==> config.mk <==
export PLATFORM = sky130hd
export DESIGN_NAME = byte_angle_cordic_atan2
export DESIGN_NICKNAME = d
export VERILOG_FILES = /design/src/bac_pkg.sv /design/src/bac_rot.sv /design/src/byte_angle_cordic_atan2.sv
export VERILOG_INCLUDE_DIRS = /design/src /design/src/src
export SDC_FILE = /design/constraint.sdc
export NUM_CORES = 1
export LEC_CHECK = 0
export ABC_CLOCK_PERIOD_IN_PS = 6800
export BUFFER_PORTS_ARGS = -buffer_cell sky130_fd_sc_hd__buf_2
export CAP_MARGIN = 20
export CORE_UTILIZATION = 60
export CTS_BUF_LIST = sky130_fd_sc_hd__clkbuf_2
export CTS_CLUSTER_SIZE = 20
export DETAILED_ROUTE_END_ITERATION = 6
export GPL_TIMING_DRIVEN = 0
export PLACE_DENSITY_LB_ADDON = 0.08
export SYNTH_ARGS = -nofsm -noshare
export SYNTH_HDL_FRONTEND = slang
export SYNTH_SLANG_ARGS = --single-unit
==> constraint.sdc <==
create_clock -name i_clk -period 6.8 [get_ports i_clk]
set_input_delay 1.02 -clock i_clk [delete_from_list [all_inputs] [get_ports i_clk]]
set_output_delay 1.02 -clock i_clk [all_outputs]
set_load 0.02 [all_outputs]
==> src/byte_angle_cordic_atan2_defines.svh <==
// assertion macros shared by the byte angle atan2 modules
`ifndef BYTE_ANGLE_CORDIC_ATAN2_DEFINES_SVH
`define BYTE_ANGLE_CORDIC_ATAN2_DEFINES_SVH

// antecedent in this cycle implies consequent in the same cycle
`define BAC_ASSERT_NOW(label, clk, rst_n, ante, cons, msg) \
    label: assert property (@(posedge clk) disable iff (!rst_n) (ante) |-> (cons)) \
        else $error(msg);

// antecedent in this cycle implies consequent in the next cycle
`define BAC_ASSERT_NEXT(label, clk, rst_n, ante, cons, msg) \
    label: assert property (@(posedge clk) disable iff (!rst_n) (ante) |=> (cons)) \
        else $error(msg);

`endif

==> src/bac_pkg.sv <==
// types and constants of the byte angle cordic atan2 pipeline
package bac_pkg;

    // number of rotation stages the angle table supports
    localparam int MAX_STEPS = 6;

    // one item in flight between pipeline stages
    typedef struct packed {
        logic              neg;   // x was negative, mirror at the end
        logic        [7:0] mx;    // running x magnitude, unsigned wrap
        logic signed [7:0] y;     // running y, signed wrap
        logic        [7:0] sum;   // accumulated byte angle
    } t_vec;

    // angle step of rotation stage idx, 256 units per turn
    function automatic logic [7:0] step_angle(input int idx);
        logic [7:0] a;
        unique case (idx)
            0:       a = 8'd32;
            1:       a = 8'd19;
            2:       a = 8'd10;
            3:       a = 8'd5;
            4:       a = 8'd3;
            5:       a = 8'd1;
            default: a = 8'd0;
        endcase
        return a;
    endfunction

    // mirror angle for a negative x
    localparam logic [7:0] HALF_TURN = 8'd128;

endpackage

==> src/bac_rot.sv <==
// one cordic vectoring micro-rotation stage with its pipeline register
module bac_rot
    import bac_pkg::*;
#(
    parameter int SHIFT = 0
) (
    input  logic i_clk,
    input  logic i_rst_n,
    input  logic i_valid,
    input  t_vec i_vec,
    output logic o_valid,
    output t_vec o_vec
);
`include "byte_angle_cordic_atan2_defines.svh"

    localparam logic [7:0] STEP = step_angle(SHIFT);

    logic              r_valid;
    t_vec              r_vec;
    t_vec              n_vec;
    logic        [7:0] xs;
    logic signed [7:0] ys;

    // shifted copies of the current vector
    assign xs = i_vec.mx >> SHIFT;
    assign ys = i_vec.y >>> SHIFT;

    // rotate toward y equal zero, no change when y is already zero
    always_comb begin
        n_vec = i_vec;
        if (!i_vec.y[7] && (i_vec.y != 8'sd0)) begin
            n_vec.mx  = i_vec.mx + 8'(ys);
            n_vec.y   = i_vec.y - $signed(xs);
            n_vec.sum = i_vec.sum + STEP;
        end else if (i_vec.y[7]) begin
            n_vec.mx  = i_vec.mx - 8'(ys);
            n_vec.y   = i_vec.y + $signed(xs);
            n_vec.sum = i_vec.sum - STEP;
        end
    end

    // valid bit is control, payload needs no reset
    always_ff @(posedge i_clk) begin
        if (!i_rst_n) begin
            r_valid <= 1'b0;
        end else begin
            r_valid <= i_valid;
        end
    end

    always_ff @(posedge i_clk) begin
        r_vec <= n_vec;
    end

    assign o_valid = r_valid;
    assign o_vec   = r_vec;

    // checks
    `BAC_ASSERT_NEXT(a_valid_moves, i_clk, i_rst_n, i_valid, r_valid, "item lost in stage")
    `BAC_ASSERT_NEXT(a_zero_hold, i_clk, i_rst_n, i_valid && (i_vec.y == 8'sd0),
        (r_vec.y == 8'sd0) && (r_vec.sum == $past(i_vec.sum)) && (r_vec.mx == $past(i_vec.mx)),
        "zero y must pass unchanged")
    `BAC_ASSERT_NEXT(a_sum_step, i_clk, i_rst_n, i_valid && (i_vec.y != 8'sd0),
        (r_vec.sum == $past(i_vec.sum) + STEP) || (r_vec.sum == $past(i_vec.sum) - STEP),
        "angle sum moved by other than one step")

endmodule

==> src/byte_angle_cordic_atan2.sv <==
// top level of the byte angle cordic atan2 pipeline
// Takes a signed vector (i_x_coord, i_y_coord) and returns its angle in o_angle, 256 units
// per full turn. One item is accepted in every cycle: busy is always low. Each result
// appears for one cycle with o_valid high, in the order the items came in. An item
// passes through one register for folding and prescaling (loaded at the accepting edge),
// one register per micro-rotation stage, and one output register for the negative-x
// mirror. Results cannot be held off.
module byte_angle_cordic_atan2
    import bac_pkg::*;
#(
    parameter int ROTATION_STEPS = 6
) (
    input  logic              i_clk,
    input  logic              i_rst_n,
    input  logic              start,
    output logic              busy,
    input  logic signed [8:0] i_x_coord,
    input  logic signed [7:0] i_y_coord,
    output logic              o_valid,
    output logic        [7:0] o_angle
);
`include "byte_angle_cordic_atan2_defines.svh"

    logic        accept;
    logic        r_pre_valid;
    t_vec        r_pre;
    t_vec        n_pre;
    logic  [8:0] neg_x;
    logic        stg_valid [ROTATION_STEPS+1];
    t_vec        stg_vec   [ROTATION_STEPS+1];
    logic        r_out_valid;
    logic  [7:0] r_angle;
    logic  [7:0] n_angle;

    assign busy   = 1'b0;
    assign accept = start && !busy;

    // fold x to an 8-bit magnitude and halve both when it is large
    assign neg_x = -i_x_coord;
    always_comb begin
        n_pre.neg = i_x_coord[8];
        n_pre.mx  = i_x_coord[8] ? neg_x[7:0] : i_x_coord[7:0];
        n_pre.y   = i_y_coord;
        n_pre.sum = '0;
        if (n_pre.mx[7]) begin
            n_pre.mx = n_pre.mx >> 1;
            n_pre.y  = i_y_coord >>> 1;
        end
    end

    // prescale register
    always_ff @(posedge i_clk) begin
        if (!i_rst_n) begin
            r_pre_valid <= 1'b0;
        end else begin
            r_pre_valid <= accept;
        end
    end

    always_ff @(posedge i_clk) begin
        r_pre <= n_pre;
    end

    assign stg_valid[0] = r_pre_valid;
    assign stg_vec[0]   = r_pre;

    // chain of micro-rotation stages
    for (genvar g = 0; g < ROTATION_STEPS; g++) begin : g_rot
        bac_rot #(
            .SHIFT (g)
        ) u_rot (
            .i_clk   (i_clk),
            .i_rst_n (i_rst_n),
            .i_valid (stg_valid[g]),
            .i_vec   (stg_vec[g]),
            .o_valid (stg_valid[g+1]),
            .o_vec   (stg_vec[g+1])
        );
    end

    // mirror the angle for a negative x
    assign n_angle = stg_vec[ROTATION_STEPS].neg ? (HALF_TURN - stg_vec[ROTATION_STEPS].sum)
                                                 : stg_vec[ROTATION_STEPS].sum;

    // output register
    always_ff @(posedge i_clk) begin
        if (!i_rst_n) begin
            r_out_valid <= 1'b0;
        end else begin
            r_out_valid <= stg_valid[ROTATION_STEPS];
        end
    end

    always_ff @(posedge i_clk) begin
        r_angle <= n_angle;
    end

    assign o_valid = r_out_valid;
    assign o_angle = r_angle;

    // checks
    `BAC_ASSERT_NEXT(a_accept_enters, i_clk, i_rst_n, accept, r_pre_valid, "item not taken in")
    `BAC_ASSERT_NEXT(a_pre_small, i_clk, i_rst_n, accept, !r_pre.mx[7] && (r_pre.sum == 8'd0),
        "prescaled magnitude out of range")
    `BAC_ASSERT_NEXT(a_out_follows, i_clk, i_rst_n, stg_valid[ROTATION_STEPS], o_valid,
        "item lost at output")

endmodule
==> results of run 1 <==
[synthesized netlist by cell type, types with 4 or more instances]
master / instances / share of area (%)
and2_1: 13 / 0.87
nor2b_1: 15 / 1.0
o21bai_1: 19 / 1.5
clkbuf_1: 28 / 1.1
mux2_2: 10 / 1.2
xor2_1: 20 / 1.9
xnor2_1: 46 / 4.3
and3_1: 4 / 0.27
a31oi_1: 14 / 0.94
o21a_1: 7 / 0.56
inv_1: 114 / 4.6
o31ai_1: 10 / 0.81
nor2_1: 68 / 2.7
nand2b_1: 18 / 1.2
a22oi_1: 5 / 0.40
o211ai_1: 4 / 0.32
mux2i_1: 8 / 0.86
nand3_1: 11 / 0.59
o221ai_1: 4 / 0.38
a211oi_1: 10 / 0.81
nand2_1: 71 / 2.9
a221oi_1: 10 / 0.94
ha_1: 119 / 16
nor4_1: 8 / 0.54
o22ai_1: 20 / 1.3
nand4_1: 4 / 0.27
nor3_1: 26 / 1.4
fa_1: 15 / 3.2
o22a_1: 4 / 0.38
a21oi_1: 92 / 4.9
a31o_2: 4 / 0.38
a21o_1: 15 / 1.2
dfxtp_1: 146 / 31
or3_1: 9 / 0.60
o21ai_0: 53 / 2.8
[metal layers]
| metal | vias up | track usage, % |
|---|---|---|
| met2 | 182 | 46.7 |
| li1 | 3871 | - |
| met5 | - | 0 |
| met3 | 52 | 4.85 |
| met1 | 3412 | 28.9 |
| met4 | 0 | 13.3 |
[metrics by stage]
stage / worst slack (ns) / util (%)
after floorplan: 4.03 / -
after global placement: 3.75 / 63.8
after detailed placement: 3.75 / 63.8
after CTS: 3.81 / 65.4
after global routing: 3.54 / 65.4
final: 3.83 / 65.4
[where the power goes]
part           leakage, uW  internal (uW)  total (uW)  switching, uW
Sequential         0.00123           1230        1610            380
Clock             0.000148            180         521            342
Combinational      0.00314           1410        3160           1740
Total              0.00451           2820        5290           2470
[worst paths after layout]
path              slack, ns                        to  depth (start not counted)                     start
setup reg to reg       3.83  g_rot[0].u_rot.o_vec[23]                         10                  r_pre[9]
hold / removal         0.35  g_rot[2].u_rot.o_vec[24]                          0  g_rot[1].u_rot.o_vec[24]
setup / recovery       3.83  g_rot[0].u_rot.o_vec[23]                         10                  r_pre[9]
hold reg to reg        0.35  g_rot[2].u_rot.o_vec[24]                          0  g_rot[1].u_rot.o_vec[24]
[state kept, by name, indices dropped and copies added, names as in the netlist]
signal and count:
o_valid 1, g_rot.u_rot.o_vec 114, r_pre_valid 1, g_rot.u_rot.o_valid 6, o_angle 8, r_pre 16
[area by class of cell]
| class | instances | area, um2 | area share (%) |
|---|---|---|---|
| Multi-Input combinational cell | 787 | 5840 | 58.7 |
| Sequential cell | 146 | 2920 | 29.4 |
| Inverter | 115 | 432 | 4.34 |
| Tap cell | 188 | 235 | 2.36 |
| Clock inverter | 14 | 171 | 1.72 |
| Timing Repair Buffer | 27 | 135 | 1.36 |
| Buffer | 33 | 129 | 1.30 |
| Clock buffer | 17 | 85.1 | 0.855 |
[cell families (layout without fill, tap and decap cells)]
family | count (synthesis) | after routing | synth area share, %
AO/OA/AOI/OAI | 306 | 306 | 21.3
XOR/XNOR | 67 | 67 | 6.50
adder cells (fa/ha/maj) | 134 | 134 | 19.2
buffers and inverters | 148 | 206 | 6.01
flip-flops | 146 | 146 | 31.4
multiplexers | 18 | 18 | 2.07
other | 1 | 1 | 0.0402
AND/OR/NAND/NOR | 261 | 261 | 13.5
[cell usage in the layout, fill, tap and decap left out, drive strengths merged, types with 20 or more instances in the layout]
cell type | Yosys | layout
dfxtp | 146 | 146
inv | 114 | 120
ha | 119 | 119
a21oi | 92 | 92
nand2 | 71 | 71
nor2 | 68 | 68
o21ai | 53 | 53
xnor2 | 47 | 47
clkbuf | 28 | 45
buf | 5 | 32
nor3 | 26 | 26
xor2 | 20 | 20
o22ai | 20 | 20
==> summary.log, run 1 <==
[worst_hold_path] class of the tightest hold or removal check register to register
[layout] number of filler cells placed in the layout 1,318
[worst_setup_path] crit-path leading delay family compound AO/OA/AOI/OAI gates
[job] max-cap violations 0
[sta] fmax 337 MHz
[route] antenna-violating nets left 0
[route] routed vias/inst 5.66
[route] routed wl met3 721 um
[placed_design] input/output buffers 27
[logic_synthesis] asr flop ratio synth 0%
[run_status] result of the run finished, final reports clean
[logic_synthesis] flip-flop and latch count after synthesis 146
[clocking] post-cts sizing count 0
[layout] Non-Filler Instances 1,327
[grt] total track usage 25.8%
[route] M1 wire length 8270 um
[power] overall power of the completed layout 5290 uW
[sta] Final TNS setup 0 ns
[placed_design] Inst Count DP 1,296
[sta] worst slack on hold paths 0.348 ns
[floorplan] number of primary I/O pins 30
[logic_synthesis] area of the mapped netlist 9320 um2
[sta] minimum period implied by the final worst setup slack 2.97 ns
[layout] net total in the final layout 1,281
[power] power density over cell area 531 nW/um2
[logic_synthesis] Gate Count Post-Synth 1,081
[route] Max Used Layer met4
[placed_design] Cell Area, Placed 9690 um2
[floorplan] overall die width 127 um
[layout] area delta synth->final 6.72%
[logic_synthesis] register area share after synthesis 31.4%
[sta] number of hold-slack violations in the final timing report 0
[clocking] number of hold-repair buffers added at the cts stage 0
[sta] unrepaired setup endpoints after global routing false
[worst_setup_path] standard cell with the maximum stage delay on the critical path o311ai_0
[grt] wire length of the first global-routing pass 33,000 um
[clocking] clk sinks 146
[grt] initial antenna violation count 0
[clocking] clock latency reported for the late side of the worst-skew pair 0.72 ns
[power] largest vdd supply drop 0.228 mV
[clocking] Num CTS Buffers 17
[worst_setup_path] Critical path buffers and inverters 1
[logic_synthesis] Yosys warning count 0
[route] average wire per cell in the routed design 14.7 um
[layout] post-route cell area 9950 um2
[sta] worst-case clock skew 0.0290 ns
[floorplan] number of rows in the core area 45
[route] wirelength, routed 19,500 um
[clocking] clock root buffer master clkbuf_2
[clocking] maximum root-to-sink buffer count 2
[worst_setup_path] type of the worst setup path register to register
[sta] Least-Margin Pin Slew 0.858 ns
[logic_synthesis] number of enable flip-flop cells after synthesis 0
[grt] via count of the first global-routing pass 7,099
[route] Iteration-0 DRC Markers 405
[grt] overflow left after global routing 0
[worst_setup_path] sort of element at the end of the critical path register
[route] via count of the routed design 7,517
[clocking] number of levels the H-tree was split into 4
[placed_design] hpwl dp 15,300 um
[logic_synthesis] number of unique standard cell types used by synthesis 65
[sta] Period Utilization, post-route 43.7%
[logic_synthesis] synthesized netlist net count 1,235
[worst_setup_path] startpoint types register
[clocking] setup repair bufs after CTS 0
[route] 1st-pass router iterations 5
[sta] final max-slew violation count 0
[placed_design] gpl congestion 0.918
[route] number of remaining DRC errors 0
[layout] share of cells above drive strength 1 7.55%
[sta] remaining max-slew budget at the tightest pin 42.1%
[clocking] Worst-path clk slew 0.23 ns
[layout] count of antenna diodes in the layout 0
[worst_setup_path] highest cell delay on the worst timing path 0.73 ns
[floorplan] CORE AREA 15,200 um2
[power] leakage power 0.00451 uW
[floorplan] die outline height 127 um
[worst_setup_path] ordered list of cells on the worst path inv_1 -> ha_1 -> nor3b_1 -> nor3_1 -> o311ai_0 -> a21oi_1 -> nor2_1 -> nor2_1 -> ha_1 -> o22ai_1
[route] amount of wire on met2 after detailed routing 9710 um
[worst_setup_path] crit-path max FO 5
[floorplan] area of the die 16,000 um2
[logic_synthesis] average footprint of a synthesized cell 8.62 um2
[worst_setup_path] data arrival at the endpoint of the critical path 3.60 ns
[sta] Final setup viols 0
[grt] maximum number of pins on one net before global-route repair 17
[floorplan] starting utilization of the core area 61.3%
[clocking] TritonCTS clock tree done
[logic_synthesis] dominant synthesized flop cell dfxtp_1
[worst_setup_path] required time of the critical path 7.43 ns
Power figures use the tool's default switching activity.
==> inputs of run 2 (changes only) <==
Settings changed: ABC_AREA from default to 1, ABC_CLOCK_PERIOD_IN_PS 6800 to 2900.
Clock period 6.8 ns to 2.9 ns, I/O delays scaled along.
==> run 2 against run 1 <==
Compared with the run above: combinational power grew to 3.0 times the previous value; final area is 19% higher; sequential power is 130% higher; utilization is 0.37 points higher; critical endpoint is now g_rot[3].u_rot.o_vec[23]; largest cell class unchanged; count of clock-buffer cells in the layout stayed put; sequential share of layout area is 4.7 points lower.
==> summary.log, run 2 <==
[run_status] result of the run finished, final reports clean
[floorplan] area of the die 19,000 um2 [+18%]
[route] average wire per cell in the routed design 12.5 um [-15%]
[sta] fmax 460 MHz [+37%]
[grt] initial antenna violation count 1 [+1]
[placed_design] gpl congestion 0.940 [+2.4%]
[worst_setup_path] crit-path max FO 12 [+7]
[logic_synthesis] Gate Count Post-Synth 1,682 [+56%]
[logic_synthesis] number of unique standard cell types used by synthesis 42 [-35%]
[clocking] Num CTS Buffers 17 [unchanged]
[sta] Final setup viols 0 [unchanged]
[layout] flip-flop count of the largest register after layout 114 [unchanged]
[route] number of remaining DRC errors 0 [unchanged]
[worst_setup_path] sort of element at the end of the critical path register
[power] power density over cell area 1190 nW/um2 [+120%]
[worst_setup_path] crit-path leading delay family flip-flops
[route] routed vias/inst 5.20 [-8.2%]
[sta] Period Utilization, post-route 75.0% [+31 points]
[logic_synthesis] biggest area consumer among synthesized cells dfxtp_1
[sta] worst-case clock skew 0.0388 ns [+0.00976 ns]
[clocking] clock latency reported for the late side of the worst-skew pair 0.73 ns [about the same]
[sta] number of hold-slack violations in the final timing report 0 [unchanged]
[floorplan] number of primary I/O pins 30 [unchanged]
[route] Iteration-0 DRC Markers 610 [+51%]
[sta] remaining max-slew budget at the tightest pin 63.4% [+21 points]
[grt] via count of the first global-routing pass 9,257 [+30%]
[logic_synthesis] area of the mapped netlist 11,100 um2 [+19%]
[grt] overflow left after global routing 0 [unchanged]
[clocking] clock root buffer master clkbuf_2
[floorplan] starting utilization of the core area 61.3% [about the same]
[layout] most frequent cells in the layout nand2_1 (505), inv_1 (258), nand3_1 (159), dfxtp_1 (146), ha_1 (119)
[clocking] number of levels the H-tree was split into 4 [unchanged]
[floorplan] number of rows in the core area 49 [+8.9%]
[grt] total track usage 27.1% [+1.3 points]
[logic_synthesis] top post-synthesis cells by area dfxtp_1 (26%), nand2_1 (17%), ha_1 (13%)
[grt] wire length of the first global-routing pass 41,000 um [+24%]
[logic_synthesis] asr flop ratio synth 0% [unchanged]
[worst_setup_path] ordered list of cells on the worst path inv_2 -> ha_1 -> inv_1 -> nand2_1 -> nand2_1 -> a21oi_1 -> nand2_1 -> nand2_1 -> nand2_1 -> nand2_1 -> nand2_1
[clocking] Worst-path clk slew 0.21 ns [-0.02 ns]
[logic_synthesis] library cell with the highest instance count after synthesis nand2_1
[worst_setup_path] most numerous cell on the critical path nand2_1
[logic_synthesis] dominant synthesized flop cell dfxtp_1
[worst_hold_path] class of the tightest hold or removal check input port to register
[layout] share of cells above drive strength 1 7.45% [-0.099 points]
[logic_synthesis] synthesized netlist net count 1,836 [+49%]
[clocking] maximum root-to-sink buffer count 2 [unchanged]
[placed_design] hpwl dp 19,500 um [+28%]
[floorplan] die outline height 138 um [+8.8%]
[sta] minimum period implied by the final worst setup slack 2.17 ns [-0.795 ns]
[route] antenna-violating nets left 0 [unchanged]
[worst_setup_path] highest cell delay on the worst timing path 0.64 ns [-0.09 ns]
[sta] final max-slew violation count 0 [unchanged]
[logic_synthesis] fraction of post-synthesis cell area in the top cell type by area 26.4% [-4.9 points]
[worst_setup_path] standard cell with the maximum stage delay on the critical path dfxtp_1
[route] via count of the routed design 10,337 [+38%]
[logic_synthesis] register area share after synthesis 26.4% [-4.9 points]
[sta] Final TNS setup 0 ns [unchanged]
[worst_setup_path] required time of the critical path 3.53 ns [-3.90 ns]
[route] 1st-pass router iterations 5 [unchanged]
[grt] maximum number of pins on one net before global-route repair 17 [unchanged]
[job] max-cap violations 0 [unchanged]
[sta] worst slack on hold paths 0.0627 ns [-0.285 ns]
[route] wirelength, routed 24,800 um [+27%]
[logic_synthesis] average footprint of a synthesized cell 6.57 um2 [-24%]
[worst_setup_path] startpoint types register
[layout] most frequent standard cell in the layout excluding fill and tap cells nand2_1
[clocking] setup repair bufs after CTS 0 [unchanged]
[power] leakage power 0.00656 uW [+45%]
[floorplan] CORE AREA 18,000 um2 [+19%]
[clocking] clk sinks 146 [unchanged]
[logic_synthesis] flip-flop and latch count after synthesis 146 [unchanged]
[layout] area delta synth->final 7.29%
[layout] net total in the final layout 1,899 [+48%]
[floorplan] overall die width 138 um [+8.8%]
[worst_setup_path] Critical path buffers and inverters 2 [+1]
[worst_setup_path] type of the worst setup path register to register
[worst_setup_path] data arrival at the endpoint of the critical path 2.80 ns [-0.80 ns]
[logic_synthesis] commonest cells in the synthesized netlist nand2_1 (505), inv_1 (258), nand3_1 (159)
[sta] unrepaired setup endpoints after global routing false
[logic_synthesis] Yosys warning count 0 [unchanged]
[clocking] TritonCTS clock tree done
[logic_synthesis] number of enable flip-flop cells after synthesis 0 [unchanged]
[sta] Least-Margin Pin Slew 0.543 ns [-0.315 ns]
[placed_design] input/output buffers 27 [unchanged]
[power] largest vdd supply drop 0.826 mV [+260%]
-- run 2: cell count changes in the layout (fill, tap and decap cells not counted), sizes merged, moves of 22 or more --
cell,previous run,this run
inv,120,271
o21ai,53,85
nand3,11,160
a21oi,92,65
xnor2,47,7
nand4,4,43
xor2,20,42
nand2,71,510
buf,32,67
nor2,68,121
-- run 2: final timing paths --
path              slack (ns)                  endpoint                      from  cells past startpoint
setup / recovery        0.73  g_rot[3].u_rot.o_vec[23]  g_rot[2].u_rot.o_vec[15]                     11
hold / removal          0.06                 r_pre[20]              i_x_coord[5]                      5
setup reg to reg        0.73  g_rot[3].u_rot.o_vec[23]  g_rot[2].u_rot.o_vec[15]                     11
hold reg to reg         0.35  g_rot[5].u_rot.o_vec[24]  g_rot[4].u_rot.o_vec[24]                      0
-- run 2: cell families after synthesis --
logic type / after synthesis / share of synthesized area, %
AO/OA/AOI/OAI: 182 / 8.94
adder cells (fa/ha/maj): 134 / 16.2
XOR/XNOR: 49 / 3.88
buffers and inverters: 317 / 11.7
other: 1 / 0.0339
AND/OR/NAND/NOR: 853 / 32.9
flip-flops: 146 / 26.4
-- run 2: metal layers --
metal  routed length [um]  share of wire (%)  global-route usage [%]  vias to the layer above
met3                 1290                5.2                    4.56                       32
li1                     -                  -                       -                     5435
met5                    0                  0                       0                        -
met1                11600                 47                    35.0                     4625
met4                  424                1.7                    8.09                        0
met2                11500                 46                    46.2                      245
-- run 2: cell type report --
class	count	area, um2
multi-input cells	1219	6840
fillers	1745	6160
flip-flops and latches	146	2920
inverters	266	1000
repair buffers	44	305
plain buffers	51	288
well taps	229	287
clock inverters	15	126
clock buffers	17	85.1
diodes	1	2.50
-- run 2: power by group --
part,switching (uW),internal [uW],total [uW],leakage [uW]
Sequential,830,2840,3670,0.00123
Combinational,5950,3420,9370,0.00520
Clock,819,253,1070,0.000135
Total,7600,6510,14100,0.00656
-- run 2: worst reg2reg max path: stages (launching register included) --
cell	delay (ns)
dfxtp_1	0.64
inv_2	0.23
ha_1	0.47
inv_1	0.12
nand2_1	0.07
nand2_1	0.07
a21oi_1	0.17
nand2_1	0.07
nand2_1	0.07
nand2_1	0.06
nand2_1	0.06
nand2_1	0.07
-- run 2: metrics by stage --
stage	utilization (%)	cell area (um2)	std cells	setup slack [ns]	total power, uW
after floorplan	-	11100	1682	1.07	10800
after global placement	63.7	11500	1938	0.798	12800
after detailed placement	63.7	11500	1938	0.775	12900
after CTS	65.8	11900	1987	0.740	14100
after global routing	65.8	11900	1988	0.506	15800
final	65.8	11900	1988	0.726	14100
-- run 2: what timing repair did --
item / 4_1_cts / 5_1_grt
resized for setup: 0 / 0
hold endpoints to repair: 20 / 0
hold buffers: 17 / 0
==> inputs of run 3 (changes only) <==
Settings changed: ABC_CLOCK_PERIOD_IN_PS 2900 to 2000, CORE_UTILIZATION 60 to 59.
Clock period 2.9 ns to 2 ns, I/O delays scaled along.
==> run 3 against run 2 <==
Compared with the run above: via count increased by 1.5%; register-to-register slack got worse by 0.68 ns; die area increased by 1.7%; global-route usage increased by 0.085 points; final area increased by 1.7%; sequential cell count unchanged; sequential share of layout area decreased by 0.22 points; critical path depth unchanged; count of clock-buffer cells in the layout unchanged; clock power increased by 42%; critical path type unchanged.
==> summary.log, run 3 (synthesized netlist as in run 2, its figures left out) <==
[run_status] result of the run finished, final reports clean
[layout] most frequent standard cell in the layout excluding fill and tap cells nand2_1
[layout] area used by multi-input combinational logic 6890 um2 [+0.69%]
[worst_setup_path] data arrival at the endpoint of the critical path 2.60 ns [-0.20 ns]
[route] antenna-violating nets left 0 [unchanged]
[sta] Final TNS setup 0 ns [unchanged]
[clocking] clock latency reported for the late side of the worst-skew pair 0.73 ns [about the same]
[floorplan] starting utilization of the core area 60.9% [-0.41 points]
[route] via count of the routed design 10,496 [+1.5%]
[layout] Non-Filler Instances 2,000 [+0.60%]
[route] Iteration-0 DRC Markers 565 [-7.4%]
[clocking] Worst-path clk slew 0.24 ns [+0.03 ns]
[route] 1st-pass router iterations 5 [unchanged]
[layout] share of cells above drive strength 1 8.93% [+1.5 points]
[grt] via count of the first global-routing pass 9,572 [+3.4%]
[layout] net total in the final layout 1,911 [+0.63%]
[floorplan] area of the die 19,300 um2 [+1.7%]
[grt] initial antenna violation count 1 [unchanged]
[route] number of remaining DRC errors 0 [unchanged]
[sta] number of hold-slack violations in the final timing report 0 [unchanged]
[layout] most frequent cells in the layout nand2_1 (504), inv_1 (257), nand3_1 (159), dfxtp_1 (133), ha_1 (113)
[floorplan] overall die width 139 um [+0.83%]
[placed_design] hpwl dp 19,600 um [+0.73%]
[sta] minimum period implied by the final worst setup slack 1.95 ns [-0.220 ns]
[grt] overflow left after global routing 0 [unchanged]
[floorplan] CORE AREA 18,100 um2 [+0.68%]
[floorplan] number of primary I/O pins 30 [unchanged]
[clocking] maximum root-to-sink buffer count 2 [unchanged]
[placed_design] input/output buffers 27 [unchanged]
[grt] total track usage 27.2% [+0.085 points]
[worst_setup_path] highest cell delay on the worst timing path 0.40 ns [-0.24 ns]
[worst_setup_path] standard cell with the maximum stage delay on the critical path dfxtp_2
[power] largest vdd supply drop 0.847 mV [+2.5%]
[power] sequential cell fraction of total power 26.1% [about the same]
[power] net switching fraction of the power 53.7% [-0.15 points]
[sta] worst-case clock skew 0.0553 ns [+0.0165 ns]
[clocking] clk sinks 146 [unchanged]
[sta] final max-slew violation count 0 [unchanged]
[worst_setup_path] startpoint types register
[worst_setup_path] ordered list of cells on the worst path inv_1 -> ha_1 -> buf_6 -> nor2_2 -> nand3_1 -> nand3_1 -> nand2_2 -> nand2_1 -> a21oi_2 -> ha_1 -> o21ai_0
[grt] maximum number of pins on one net before global-route repair 17 [unchanged]
[worst_setup_path] type of the worst setup path register to register
[worst_setup_path] sort of element at the end of the critical path register
[power] overall power of the completed layout 20,600 uW [+46%]
[clocking] clock root buffer master clkbuf_2
[route] average wire per cell in the routed design 12.7 um [+2.1%]
[worst_hold_path] class of the tightest hold or removal check input port to register
[layout] area delta synth->final 9.14%
[layout] area occupied by registers 2950 um2 [+0.81%]
[worst_setup_path] required time of the critical path 2.65 ns [-0.88 ns]
[power] net switching power figure 11,100 uW [+46%]
[sta] fmax 512 MHz [+11%]
[clocking] number of levels the H-tree was split into 4 [unchanged]
[worst_setup_path] worst flop-to-flop path endpoint g_rot[0].u_rot.o_vec[23]
[power] proportion of power drawn by combinational gates 66.5% [about the same]
[grt] wire length of the first global-routing pass 43,000 um [+4.9%]
[route] routed vias/inst 5.25 [+0.93%]
[worst_setup_path] Crit Reg-Reg Startpoint r_pre[12]
[power] power density over cell area 1710 nW/um2 [+44%]
[worst_setup_path] worst reg-to-reg setup slack 0.05 ns [-0.68 ns]
[layout] number of filler cells placed in the layout 1,650 [-5.4%]
[power] leakage power 0.00660 uW [+0.67%]
[worst_hold_path] startpoint of the tightest hold check path i_y_coord[7]
[worst_setup_path] crit-path max FO 9 [-3]
[worst_setup_path] number of cell instances on the worst register-to-register path 11 [unchanged]
[sta] post-route setup slack 0.0459 ns [-0.680 ns]
[route] wirelength, routed 25,500 um [+2.7%]
[job] max-cap violations 0 [unchanged]
[floorplan] die outline height 139 um [+0.83%]
[power] cell-internal power 9540 uW [+47%]
[sta] Period Utilization, post-route 97.7% [+23 points]
[placed_design] gpl congestion 0.933 [-0.72%]
[clocking] Num CTS Buffers 17 [unchanged]
[sta] Final setup viols 0 [unchanged]
[clocking] TritonCTS clock tree done
[worst_hold_path] capture endpoint of the worst hold path r_pre[15]
[worst_setup_path] startpoint of the worst setup timing path r_pre[12]
[power] Clock power frac 7.4% [-0.2 points]
[placed_design] minimum setup slack after placement -0.193 ns [-0.968 ns]
[placed_design] Inst Count DP 1,938 [unchanged]
[layout] flip-flop count of the largest register after layout 114 [unchanged]
[worst_hold_path] hold-critical path depth 2 [-3]
[floorplan] number of rows in the core area 49 [unchanged]
-- run 3: cell count changes in the layout (fill, tap and decap cells not counted), sizes merged --
| cell | previous run | this run |
|---|---|---|
| clkbuf | 28 | 27 |
| buf | 67 | 71 |
| dlygate4sd3 | 17 | 26 |
| clkinvlp | 1 | 4 |
| inv | 271 | 272 |
| clkinv | 9 | 5 |
-- run 3: area by class of cell --
type	count	area share [%]
multi-input combinational	1219	57.1
antenna	1	0.0207
clock buffer	17	0.705
inverter	266	8.34
tap	229	2.37
clock inverter	15	1.01
timing repair buffer	57	3.63
sequential	146	24.4
buffer	50	2.41
-- run 3: timing repair --
action	4_1_cts	5_1_grt
pin swaps	0	1
resized for setup	4	27
buffers inserted	1	3
hold endpoints to repair	24	0
endpoints found under the setup margin	4	16
hold buffers	27	0
-- run 3: how the worst max path moves through the flow --
stage / slack (ns) / to
2_1_floorplan: 0.17 / g_rot[0].u_rot.o_vec[23]
3_3_place_gp: -0.1 / g_rot[3].u_rot.o_vec[23]
3_5_place_dp: -0.19 / g_rot[3].u_rot.o_vec[23]
4_1_cts: 0.01 / g_rot[0].u_rot.o_vec[23]
5_1_grt: -0.03 / g_rot[0].u_rot.o_vec[23]
6_report: 0.05 / g_rot[0].u_rot.o_vec[23]
-- run 3: layer usage --
metal | global-route usage, % | routed length (um) | vias to the layer above
li1 | - | - | 5463
met4 | 10.9 | 733 | 0
met2 | 46.5 | 12000 | 248
met3 | 4.18 | 1100 | 48
met1 | 34.4 | 11700 | 4737
met5 | 0 | 0 | -
-- run 3: power by group through the flow --
stage	Sequential, uW	Clock, uW	Combinational [uW]
3_5_place_dp	5410	0	13400
6_report	5380	1520	13700
2_1_floorplan	5080	0	10600
3_3_place_gp	5370	0	13100
4_1_cts	5330	1580	13500
5_1_grt	5550	1720	15800
-- run 3: worst max-delay path, delay by kind of cell (launching register included) --
family | cells | cell delay [ns]
flops | 1 | 0.40
fa+ha+maj | 2 | 0.56
simple gates | 5 | 0.49
buf+inv | 2 | 0.20
compound gates | 2 | 0.21
-- run 3: stage by stage --
step | area (um2) | utilization, % | hold slack, ns
4_1_cts | 12000 | 65.9 | 0.143
5_1_grt | 12100 | 66.5 | 0.132
3_3_place_gp | 11500 | 63.3 | 0.310
2_1_floorplan | 11100 | - | 0.310
6_report | 12100 | 66.5 | 0.204
3_5_place_dp | 11500 | 63.3 | 0.314
